### config.mk
export PLATFORM = sky130hd
export DESIGN_NAME = trajectory_feature_detector_flat
export DESIGN_NICKNAME = d
export VERILOG_FILES = /design/src/hw/rtl/tfd_pkg.sv /design/src/hw/rtl/tfd_sample_if.sv /design/src/hw/rtl/tfd_feature_if.sv /design/src/hw/rtl/trajectory_feature_detector.sv /design/src/hw/rtl/tfd_div.sv /design/src/hw/rtl/tfd_mul.sv /design/src/flat_wrapper.sv
export SDC_FILE = /design/constraint.sdc
export NUM_CORES = 2
export LEC_CHECK = 0
export ABC_AREA = 1
export BUFFER_PORTS_ARGS = -buffer_cell sky130_fd_sc_hd__buf_2
export CAP_MARGIN = 40
export CELL_PAD_IN_SITES_DETAIL_PLACEMENT = 1
export CELL_PAD_IN_SITES_GLOBAL_PLACEMENT = 1
export CORE_AREA = 2 2 431 433
export DETAILED_ROUTE_END_ITERATION = 10
export DIE_AREA = 0 0 433 435
export GPL_TIMING_DRIVEN = 0
export PLACE_DENSITY = 0.79
export SLEW_MARGIN = 30
export SYNTH_ARGS = -nofsm -noshare
export SYNTH_HDL_FRONTEND = slang
export SYNTH_SLANG_ARGS = --single-unit
### constraint.sdc
create_clock -name clk -period 13.9 [get_ports clk]
set_input_delay 0.695 -clock clk [delete_from_list [all_inputs] [get_ports clk]]
set_output_delay 0.695 -clock clk [all_outputs]
set_load 0.01 [all_outputs]
### src/hw/rtl/tfd_pkg.sv
package tfd_pkg;

	localparam int DW = 32;
	localparam int FB = 16;
	localparam int FW = FB + 1;
	localparam int NF = 6;

	localparam logic [1:0] KIND_MAX  = 2'd0;
	localparam logic [1:0] KIND_XAX  = 2'd1;
	localparam logic [1:0] KIND_YAX  = 2'd2;
	localparam logic [1:0] KIND_TURN = 2'd3;

	typedef struct packed {
		logic signed [DW-1:0] pos_x;
		logic signed [DW-1:0] pos_y;
		logic signed [DW-1:0] sample_time;
		logic signed [DW-1:0] distance;
		logic signed [DW-1:0] vel_x;
		logic signed [DW-1:0] vel_y;
		logic                 end_of_track;
	} sample_t;

	typedef struct packed {
		logic [1:0]           kind;
		logic signed [DW-1:0] out_x;
		logic signed [DW-1:0] out_y;
		logic signed [DW-1:0] out_time;
		logic signed [DW-1:0] out_distance;
		logic signed [DW-1:0] out_vel_x;
		logic signed [DW-1:0] out_vel_y;
		logic                 last_result;
	} feature_t;

	typedef struct packed {
		logic          start;
		logic [DW:0]   num;
		logic [DW:0]   den;
	} div_req_t;

	function automatic logic crosses(logic signed [DW-1:0] p, logic signed [DW-1:0] c);
		crosses = (p <= 0 && c > 0) || (p > 0 && c <= 0);
	endfunction

endpackage

### src/hw/rtl/tfd_sample_if.sv
interface tfd_sample_if import tfd_pkg::*; ();
	logic    valid;
	logic    ready;
	sample_t data;
	modport source (output valid, output data, input ready);
	modport sink (input valid, input data, output ready);
endinterface

### src/hw/rtl/tfd_feature_if.sv
interface tfd_feature_if import tfd_pkg::*; ();
	logic     valid;
	logic     ready;
	feature_t data;
	modport source (output valid, output data, input ready);
	modport sink (input valid, input data, output ready);
endinterface

### src/hw/rtl/trajectory_feature_detector.sv
// channel   | dir | payload                                  | transaction
// samples   | in  | pos_x..vel_y, end_of_track               | valid & ready
// features  | out | kind, out_x..out_vel_y, last_result      | valid & ready
// cfg       | in  | cfg_wdata -> detect_extra                | cfg_we
// One sample at a time: ready only while idle. A crossing goes through the shared
// divider (17 steps, none when the fraction is one), then the shared multiplier, then
// emit, or it is held for a later sample.
// Reset clears all track state and detect_extra; features stall while
// the output register is full and not taken.
module trajectory_feature_detector import tfd_pkg::*; (
	input  logic   clk,
	input  logic   arst_n,
	tfd_sample_if.sink    samples,
	tfd_feature_if.source features,
	input  logic   cfg_we,
	input  logic   cfg_wdata
);
	typedef enum logic [6:0] {
		ST_IDLE   = 7'b0000001,
		ST_DECIDE = 7'b0000010,
		ST_PICK   = 7'b0000100,
		ST_DIV    = 7'b0001000,
		ST_MUL    = 7'b0010000,
		ST_EMIT   = 7'b0100000,
		ST_DONE   = 7'b1000000
	} state_t;

	state_t state_q;
	logic   extra_q;
	logic signed [DW-1:0] cur_q [NF];
	logic signed [DW-1:0] prev_q [NF];
	logic signed [DW-1:0] pt_q [NF];
	logic signed [DW-1:0] held_pt_q [2][NF];
	logic [1:0]  held_kind_q [2];
	logic [1:0]  held_cnt_q;
	logic        eot_q;
	logic signed [DW:0] pdir_q;
	logic signed [DW:0] ndir_q;
	logic        rising_q;
	logic        nrising_q;
	logic [1:0]  idx_q;
	logic [5:0]  ev_q;
	logic        hold_q;
	logic        cf_q;
	logic [1:0]  kind_q;
	logic [2:0]  mcnt_q;
	logic        ovalid_q;
	feature_t    out_q;

	logic signed [DW:0] dir;
	logic        turn, fall, rise, xc, yc;
	div_req_t    dreq;
	logic        ddone;
	logic [FW-1:0] frac;
	logic signed [DW-1:0] ma, mb, mres;
	logic signed [DW-1:0] cp, cc;
	logic [2:0]  fidx;

	assign dir  = {cur_q[3][DW-1], cur_q[3]} - {prev_q[3][DW-1], prev_q[3]};
	assign turn = (dir > 0 && pdir_q <= 0) || (dir < 0 && pdir_q >= 0);
	assign fall = cur_q[1] < prev_q[1];
	assign rise = cur_q[1] > prev_q[1];
	assign xc   = extra_q && crosses(prev_q[0], cur_q[0]);
	assign yc   = extra_q && crosses(prev_q[1], cur_q[1]);

	assign cp = ev_q[4] ? prev_q[0] : prev_q[1];
	assign cc = ev_q[4] ? cur_q[0] : cur_q[1];
	always_comb begin
		dreq.start = 1'b0;
		dreq.num   = '0;
		dreq.den   = '0;
		if (state_q == ST_PICK && ev_q[3:0] == 4'b0000 && ev_q[5:4] != 2'b00) begin
			dreq.start = 1'b1;
		end
		if (cp <= 0) begin
			dreq.num = -{cp[DW-1], cp};
			dreq.den = {cc[DW-1], cc} - {cp[DW-1], cp};
		end else begin
			dreq.num = {cp[DW-1], cp};
			dreq.den = {cp[DW-1], cp} - {cc[DW-1], cc};
		end
	end

	tfd_div u_div (
		.clk    (clk),
		.arst_n (arst_n),
		.req    (dreq),
		.done   (ddone),
		.frac   (frac)
	);

	assign fidx = (mcnt_q < 3'(NF)) ? mcnt_q : 3'd0;
	assign ma   = prev_q[fidx];
	assign mb   = cur_q[fidx];

	tfd_mul u_mul (
		.clk  (clk),
		.a    (ma),
		.b    (mb),
		.frac (frac),
		.res  (mres)
	);

	assign samples.ready  = state_q == ST_IDLE;
	assign features.valid = ovalid_q;
	assign features.data  = out_q;

	always_ff @(posedge clk or negedge arst_n) begin
		if (!arst_n) begin
			state_q    <= ST_IDLE;
			extra_q    <= 1'b0;
			ovalid_q   <= 1'b0;
			held_cnt_q <= '0;
			pdir_q     <= '0;
			ndir_q     <= '0;
			rising_q   <= 1'b0;
			nrising_q  <= 1'b0;
			hold_q     <= 1'b0;
			idx_q      <= '0;
			ev_q       <= '0;
			mcnt_q     <= '0;
			for (int i = 0; i < NF; i++) begin
				prev_q[i] <= '0;
			end
		end else begin
			if (cfg_we) begin
				extra_q <= cfg_wdata;
			end
			if (state_q == ST_EMIT && (!ovalid_q || features.ready)) begin
				ovalid_q <= 1'b1;
			end else if (features.ready) begin
				ovalid_q <= 1'b0;
			end
			unique case (state_q)
				ST_IDLE: begin
					if (samples.valid) begin
						state_q <= ST_DECIDE;
					end
				end
				ST_DECIDE: begin
					hold_q <= idx_q == 2'd1;
					ndir_q <= dir;
					if (idx_q == 2'd1) begin
						nrising_q <= rise;
						ev_q      <= {yc, xc, 4'b0000};
					end else if (idx_q == 2'd2) begin
						ev_q <= {yc, xc, extra_q && rising_q && fall, turn,
						         held_cnt_q == 2'd2, held_cnt_q != 2'd0};
						if (extra_q && rising_q && fall) begin
							nrising_q <= 1'b0;
						end else if (extra_q && !rising_q && rise) begin
							nrising_q <= 1'b1;
						end else begin
							nrising_q <= rising_q;
						end
					end else begin
						nrising_q <= rising_q;
						ev_q      <= '0;
					end
					state_q <= ST_PICK;
				end
				ST_PICK: begin
					if (ev_q[0]) begin
						ev_q[0] <= 1'b0;
						state_q <= ST_EMIT;
					end else if (ev_q[1]) begin
						ev_q[1] <= 1'b0;
						state_q <= ST_EMIT;
					end else if (ev_q[2]) begin
						ev_q[2] <= 1'b0;
						state_q <= ST_EMIT;
					end else if (ev_q[3]) begin
						ev_q[3] <= 1'b0;
						state_q <= ST_EMIT;
					end else if (ev_q[4]) begin
						ev_q[4] <= 1'b0;
						state_q <= ST_DIV;
					end else if (ev_q[5]) begin
						ev_q[5] <= 1'b0;
						state_q <= ST_DIV;
					end else begin
						state_q <= ST_DONE;
					end
				end
				ST_DIV: begin
					mcnt_q <= '0;
					if (ddone) begin
						state_q <= ST_MUL;
					end
				end
				ST_MUL: begin
					mcnt_q <= mcnt_q + 1'b1;
					if (mcnt_q == 3'(NF)) begin
						if (hold_q) begin
							held_cnt_q <= held_cnt_q + 1'b1;
							state_q    <= ST_PICK;
						end else begin
							state_q <= ST_EMIT;
						end
					end
				end
				ST_EMIT: begin
					if (!ovalid_q || features.ready) begin
						state_q <= ST_PICK;
					end
				end
				ST_DONE: begin
					state_q <= ST_IDLE;
					for (int i = 0; i < NF; i++) begin
						prev_q[i] <= eot_q ? '0 : cur_q[i];
					end
					if (eot_q) begin
						pdir_q     <= '0;
						rising_q   <= 1'b0;
						idx_q      <= '0;
						held_cnt_q <= '0;
					end else begin
						if (idx_q != 2'd0) begin
							pdir_q   <= ndir_q;
							rising_q <= nrising_q;
						end
						if (idx_q == 2'd2) begin
							held_cnt_q <= '0;
						end else begin
							idx_q <= idx_q + 1'b1;
						end
					end
				end
				default: state_q <= ST_IDLE;
			endcase
		end
	end

	always_ff @(posedge clk) begin
		if (state_q == ST_IDLE && samples.valid) begin
			cur_q[0] <= samples.data.pos_x;
			cur_q[1] <= samples.data.pos_y;
			cur_q[2] <= samples.data.sample_time;
			cur_q[3] <= samples.data.distance;
			cur_q[4] <= samples.data.vel_x;
			cur_q[5] <= samples.data.vel_y;
			eot_q    <= samples.data.end_of_track;
		end
		if (state_q == ST_PICK) begin
			if (ev_q[0] || ev_q[1]) begin
				for (int i = 0; i < NF; i++) begin
					pt_q[i] <= ev_q[0] ? held_pt_q[0][i] : held_pt_q[1][i];
				end
				kind_q <= ev_q[0] ? held_kind_q[0] : held_kind_q[1];
			end else if (ev_q[2] || ev_q[3]) begin
				for (int i = 0; i < NF; i++) begin
					pt_q[i] <= prev_q[i];
				end
				kind_q <= ev_q[2] ? KIND_TURN : KIND_MAX;
			end else begin
				cf_q   <= !ev_q[4];
				kind_q <= ev_q[4] ? KIND_YAX : KIND_XAX;
			end
		end
		if (state_q == ST_MUL && mcnt_q != 3'd0) begin
			pt_q[mcnt_q - 3'd1] <= mres;
		end
		if (state_q == ST_MUL && mcnt_q == 3'(NF) && hold_q) begin
			for (int i = 0; i < NF - 1; i++) begin
				held_pt_q[held_cnt_q[0]][i] <= pt_q[i];
			end
			held_pt_q[held_cnt_q[0]][NF-1] <= mres;
			held_kind_q[held_cnt_q[0]]     <= cf_q ? KIND_XAX : KIND_YAX;
		end
		if (state_q == ST_EMIT && (!ovalid_q || features.ready)) begin
			out_q.kind         <= kind_q;
			out_q.out_x        <= pt_q[0];
			out_q.out_y        <= pt_q[1];
			out_q.out_time     <= pt_q[2];
			out_q.out_distance <= pt_q[3];
			out_q.out_vel_x    <= pt_q[4];
			out_q.out_vel_y    <= pt_q[5];
			out_q.last_result  <= ev_q == 6'b000000;
		end
	end
endmodule

### src/hw/rtl/tfd_div.sv
module tfd_div import tfd_pkg::*; (
	input  logic          clk,
	input  logic          arst_n,
	input  div_req_t      req,
	output logic          done,
	output logic [FW-1:0] frac
);
	localparam int CW = $clog2(FB + 1);

	logic          busy_q;
	logic          done_q;
	logic [CW-1:0] cnt_q;
	logic [DW+2:0] rem_q;
	logic [DW:0]   den_q;
	logic [FW-1:0] quo_q;
	logic [FW-1:0] frac_q;
	logic [DW+2:0] rem_sh;
	logic          take;
	logic [FW-1:0] quo_nx;
	logic [FW:0]   quo_rnd;

	assign rem_sh  = {rem_q[DW+1:0], 1'b0};
	assign take    = rem_sh >= {2'b00, den_q};
	assign quo_nx  = {quo_q[FW-2:0], take};
	assign quo_rnd = {1'b0, quo_nx} + {{FW{1'b0}}, 1'b1};

	always_ff @(posedge clk or negedge arst_n) begin
		if (!arst_n) begin
			busy_q <= 1'b0;
			done_q <= 1'b0;
			cnt_q  <= '0;
		end else begin
			done_q <= 1'b0;
			if (req.start) begin
				cnt_q <= '0;
				if (req.num >= req.den) begin
					done_q <= 1'b1;
				end else begin
					busy_q <= 1'b1;
				end
			end else if (busy_q) begin
				cnt_q <= cnt_q + 1'b1;
				if (cnt_q == CW'(FB)) begin
					busy_q <= 1'b0;
					done_q <= 1'b1;
				end
			end
		end
	end

	always_ff @(posedge clk) begin
		if (req.start) begin
			rem_q  <= {2'b00, req.num};
			den_q  <= req.den;
			quo_q  <= '0;
			frac_q <= FW'(1) << FB;
		end else if (busy_q) begin
			rem_q <= take ? rem_sh - {2'b00, den_q} : rem_sh;
			quo_q <= quo_nx;
			if (cnt_q == CW'(FB)) begin
				frac_q <= quo_rnd[FW:1];
			end
		end
	end

	assign done = done_q;
	assign frac = frac_q;
endmodule

### src/hw/rtl/tfd_mul.sv
module tfd_mul import tfd_pkg::*; (
	input  logic                 clk,
	input  logic signed [DW-1:0] a,
	input  logic signed [DW-1:0] b,
	input  logic [FW-1:0]        frac,
	output logic signed [DW-1:0] res
);
	localparam int MW = DW + 1 + FW;

	logic signed [DW:0]   delta;
	logic [DW:0]          mag;
	logic [MW-1:0]        prod_s1;
	logic signed [DW-1:0] a_s1;
	logic                 neg_s1;
	logic [MW-1:0]        rnd;
	logic [DW:0]          step;
	logic [DW+1:0]        sum;

	assign delta = {b[DW-1], b} - {a[DW-1], a};
	assign mag   = delta[DW] ? -delta : delta;

	always_ff @(posedge clk) begin
		prod_s1 <= MW'(mag) * MW'(frac);
		a_s1    <= a;
		neg_s1  <= delta[DW];
	end

	assign rnd  = prod_s1 + (MW'(1) << (FB - 1));
	assign step = rnd[FB +: DW+1];
	assign sum  = neg_s1 ? {{2{a_s1[DW-1]}}, a_s1} - {1'b0, step}
	                     : {{2{a_s1[DW-1]}}, a_s1} + {1'b0, step};
	assign res  = sum[DW-1:0];
endmodule

### src/flat_wrapper.sv
// flat-port wrapper written by rule: the top's interface ports become plain ports
module trajectory_feature_detector_flat import tfd_pkg::*;
  (clk, arst_n, cfg_we, cfg_wdata, samples_valid, samples_data, samples_ready, features_valid, features_data, features_ready);
  tfd_sample_if samples_i ();
  tfd_feature_if features_i ();
  input  logic clk;
  input  logic arst_n;
  input  logic cfg_we;
  input  logic cfg_wdata;
  input wire logic [$bits(samples_i.valid)-1:0] samples_valid;
  input wire logic [$bits(samples_i.data)-1:0] samples_data;
  output wire logic [$bits(samples_i.ready)-1:0] samples_ready;
  output wire logic [$bits(features_i.valid)-1:0] features_valid;
  output wire logic [$bits(features_i.data)-1:0] features_data;
  input wire logic [$bits(features_i.ready)-1:0] features_ready;
  assign samples_i.valid = samples_valid;
  assign samples_i.data = samples_data;
  assign samples_ready = samples_i.ready;
  assign features_valid = features_i.valid;
  assign features_data = features_i.data;
  assign features_i.ready = features_ready;
  trajectory_feature_detector u_core (.clk(clk), .arst_n(arst_n), .samples(samples_i), .features(features_i), .cfg_we(cfg_we), .cfg_wdata(cfg_wdata));
endmodule
==> flow_summary.toml <==
[cts]
cts_root_buf = "clkbuf_16"
cts_tree = "yes"
worstSkewPairLatency_ns = 0.89
clockBufferDepth = 3
h-tree-depth = 4
cts_setup_buffers = 0
cts.sinks = 1427
numCtsBuffers = 155
cts.clk_slew.worst_paths_ns = 0.07

[outcome]
status = "finished, final reports clean"

[detailed_routing]
firstDrtPassIters = 8
remaining_drc_errors = 0
vias = 81630
vias_per_cell = 6.107
wl_per_cell_um = 31.40
ant_nets = 0
drtIter0Drc = 10050
wl_um = 419700

[floorplanning]
die_h_um = 435
core_sq_um = 184000
ios = 396
die_x_um = 433
start_util = 0.4875
die_area_sq_um = 188400
rows = 158

[place]
portBuffers = 395
placed_area_sq_um = 96810
pre_cts_ws_ns = 0.3137
dp_hpwl_um = 333200
gp_congestion = 1.116
place_inst = 12930

[yosys]
synth_compound_area_frac = 0.1249
ys_ff_latch = 1427
netlist_area_sq_um = 89720
async_reset_ff_frac = 0.2032
postSynthCellCount = 9959
synth_xor_area_frac = 0.02465
synth_fa_ha_area_frac = 0.1576
synth_mux_area_frac = 0.0006833
synth_top_family_by_area = "adder cells"
yosysWarnings = 0
synth_simple_gate_area_share = 0.1574
ys.flop_type = "edfxtp_1"
synth.distinct_cells = 82
ys_seq_area_frac = 0.4503
syn_nets = 11010
syn_area_per_cell_sq_um = 9.009
synth_edf_count = 1037

[timing]
worst_slew_pin_slew_ns = 1.063
finalSetupViolCount = 0
whs_ns = 0.004771
maxSlewViolCount = 0
rsz0062_at_grt = "no"
finalHoldViolCount = 0
post-route-period-util = 0.9748
relSlewSlack = 0.2913
fin_crit_ns = 13.55
worst_clock_skew_ns = 0.1068
setup_ws_ns = 0.3505
clock.fmax_mhz = 73.80

[critical_path]
start_kind = "flop"
worst_path_largest_cell_delay_ns = 0.82
path_delay_family = "adder cells"
worstPathRequired_ns = 14.59
cp_max_fo = 11
arrival_ns = 14.23
setup.worst_path.end_class = "flop"
crit_type = "flop to flop"
critPathBufInv = 14
crit_slowest_cell = "dfrtp_1"

[grt]
antenna_found_initial = 41
grt_pass1_wl_um = 589900
overflow = 0
grt_max_degree = 80
grt_pass1_vias = 83710
grt_usage = 0.4388

[finish]
multi_input_area_sq_um = 41940
regArea_sq_um = 40400
final_area_sq_um = 103400
fill_cells = 21240
fin_cells = 13370
nets = 11770
drive_gt1_frac = 0.09066
syn_to_final_growth_pct = 15.20

[flow_run]
max_cap_violations = 0

[hold_path]
worstHoldPathType = "primary input to flop"
[logic make-up (layout without fill, tap and decap cells)]
kind of cell / after synthesis / in the layout
compound gates: 1992 / 1992
other cells: 1 / 34
xor+xnor: 250 / 250
fa+ha+maj: 850 / 850
buf+inv: 1985 / 2880
mux: 6 / 6
simple gates: 3448 / 3448
flops: 1427 / 1427
[flip-flops by register name, summed over array words and instances (netlist names), 5 cells and up]
name and flops:
u_core.u_div.frac 17, u_core.u_mul.a_s1 32, u_core.u_mul.prod_s1 33, u_core.u_div.den_q 33, u_core.u_div.quo_q 16, u_core.features.data 195, u_core.held_pt_q 384, u_core.prev_q 192
u_core.u_div.cnt_q 5, u_core.pt_q 192, u_core.ndir_q 33, u_core.ev_q 6, u_core.pdir_q 33, u_core.u_div.rem_q 34, u_core.state_q 7, u_core.cur_q 192
[cell type report]
type                    instances  share of cell area
repair buffers                606             0.04768
plain buffers                 379             0.01519
clock buffers                 203             0.04117
multi-input cells            6547              0.4058
flip-flops and latches       1427              0.3908
diodes                         33           0.0007989
inverters                    1604             0.05825
clock inverters                88             0.01028
well taps                    2480             0.03002
[routing by layer]
metal	vias to the layer above	wire, um	share of wire	track usage
met4	26	33210	0.079	0.2856
met1	40890	155500	0.37	0.5556
met3	1341	47280	0.11	0.1170
met5	-	154	0.00037	0
met2	5098	183600	0.44	0.6628
li1	34270	-	-	-
[synth_stat cells, drive strengths merged (5+ instances only)]
library cell  number  share of area
nand2           2120          0.090
a211oi            11        0.00092
edfxtp          1037           0.35
nor4              54         0.0042
and2               5        0.00035
o21a              34         0.0029
nand4             80         0.0058
a21oi            437          0.025
buf               53         0.0037
o21ai           1059          0.059
nand3b            21         0.0018
a22oi             22         0.0018
nand3            191          0.011
a221oi            11         0.0011
o221ai            11         0.0011
clkinv            16        0.00067
o22ai             93         0.0065
a31oi             38         0.0026
o21bai            24         0.0020
or2               25         0.0018
xnor2             77         0.0076
xor2             173          0.017
fa               467           0.10
o31ai             40         0.0033
nor3              64         0.0040
o32ai              9        0.00096
inv             1588          0.066
o211ai           130          0.011
o2111ai           28         0.0027
dfrtp            289          0.081
dfxtp            100          0.022
nor2             883          0.038
a21boi             6        0.00054
clkbuf           328          0.014
a21o              23         0.0019
mux2i              5        0.00056
ha               383          0.053
[worst paths after layout]
check                                  startpoint                  endpoint  slack [ns]  depth (start not counted)
worst min-delay path               features_ready     u_core.features.valid       0.005                          2
worst max register to register   u_core.mcnt_q[2]  u_core.u_mul.prod_s1[47]        0.35                         53
max in group asynchronous                  arst_n     u_core.u_div.cnt_q[4]       11.73                          5
min in group asynchronous                  arst_n         u_core.ndir_q[29]        0.36                          2
worst min register to register  u_core.pt_q[5][0]   u_core.features.data[1]        0.42                          0
worst max-delay path             u_core.mcnt_q[2]  u_core.u_mul.prod_s1[47]        0.35                         53
[placed cells by master, fill, tap and decap left out, types with 35 or more instances in the layout]
cell type      count
nand2_2           37
ha_1             383
o31ai_1           40
buf_6             35
dlygate4sd3_1     90
clkbuf_1         346
nand2_1         2079
buf_16            48
o22ai_1           93
dfxtp_1          100
edfxtp_1        1037
dfrtp_1          289
nand3_1          183
a31oi_1           38
nand4_1           78
xor2_1           164
o21ai_0          987
a21oi_1          433
nor4_1            50
buf_2            437
clkbuf_16        160
clkinv_1          39
o21ai_1           65
nor2_1           852
o211ai_1         130
inv_1           1564
nor3_1            56
fa_1             467
xnor2_1           73
[stage by stage]
stage,utilization,setup TNS [ns]
floorplan,-,0
global placement,0.5151,-1451.04
detailed placement,0.5260,0
CTS,0.5597,0
global route,0.5612,0
finish,0.5616,0
[timing repair]
action	4_1_cts	5_1_grt
hold endpoints to repair	160	2
endpoints found under the setup margin	0	12
gates resized for setup	0	3
hold buffers	88	2
Power is left out: the tool's default activity adds up to more than one toggle a clock period on the data nets, which glitch-free logic cannot reach.
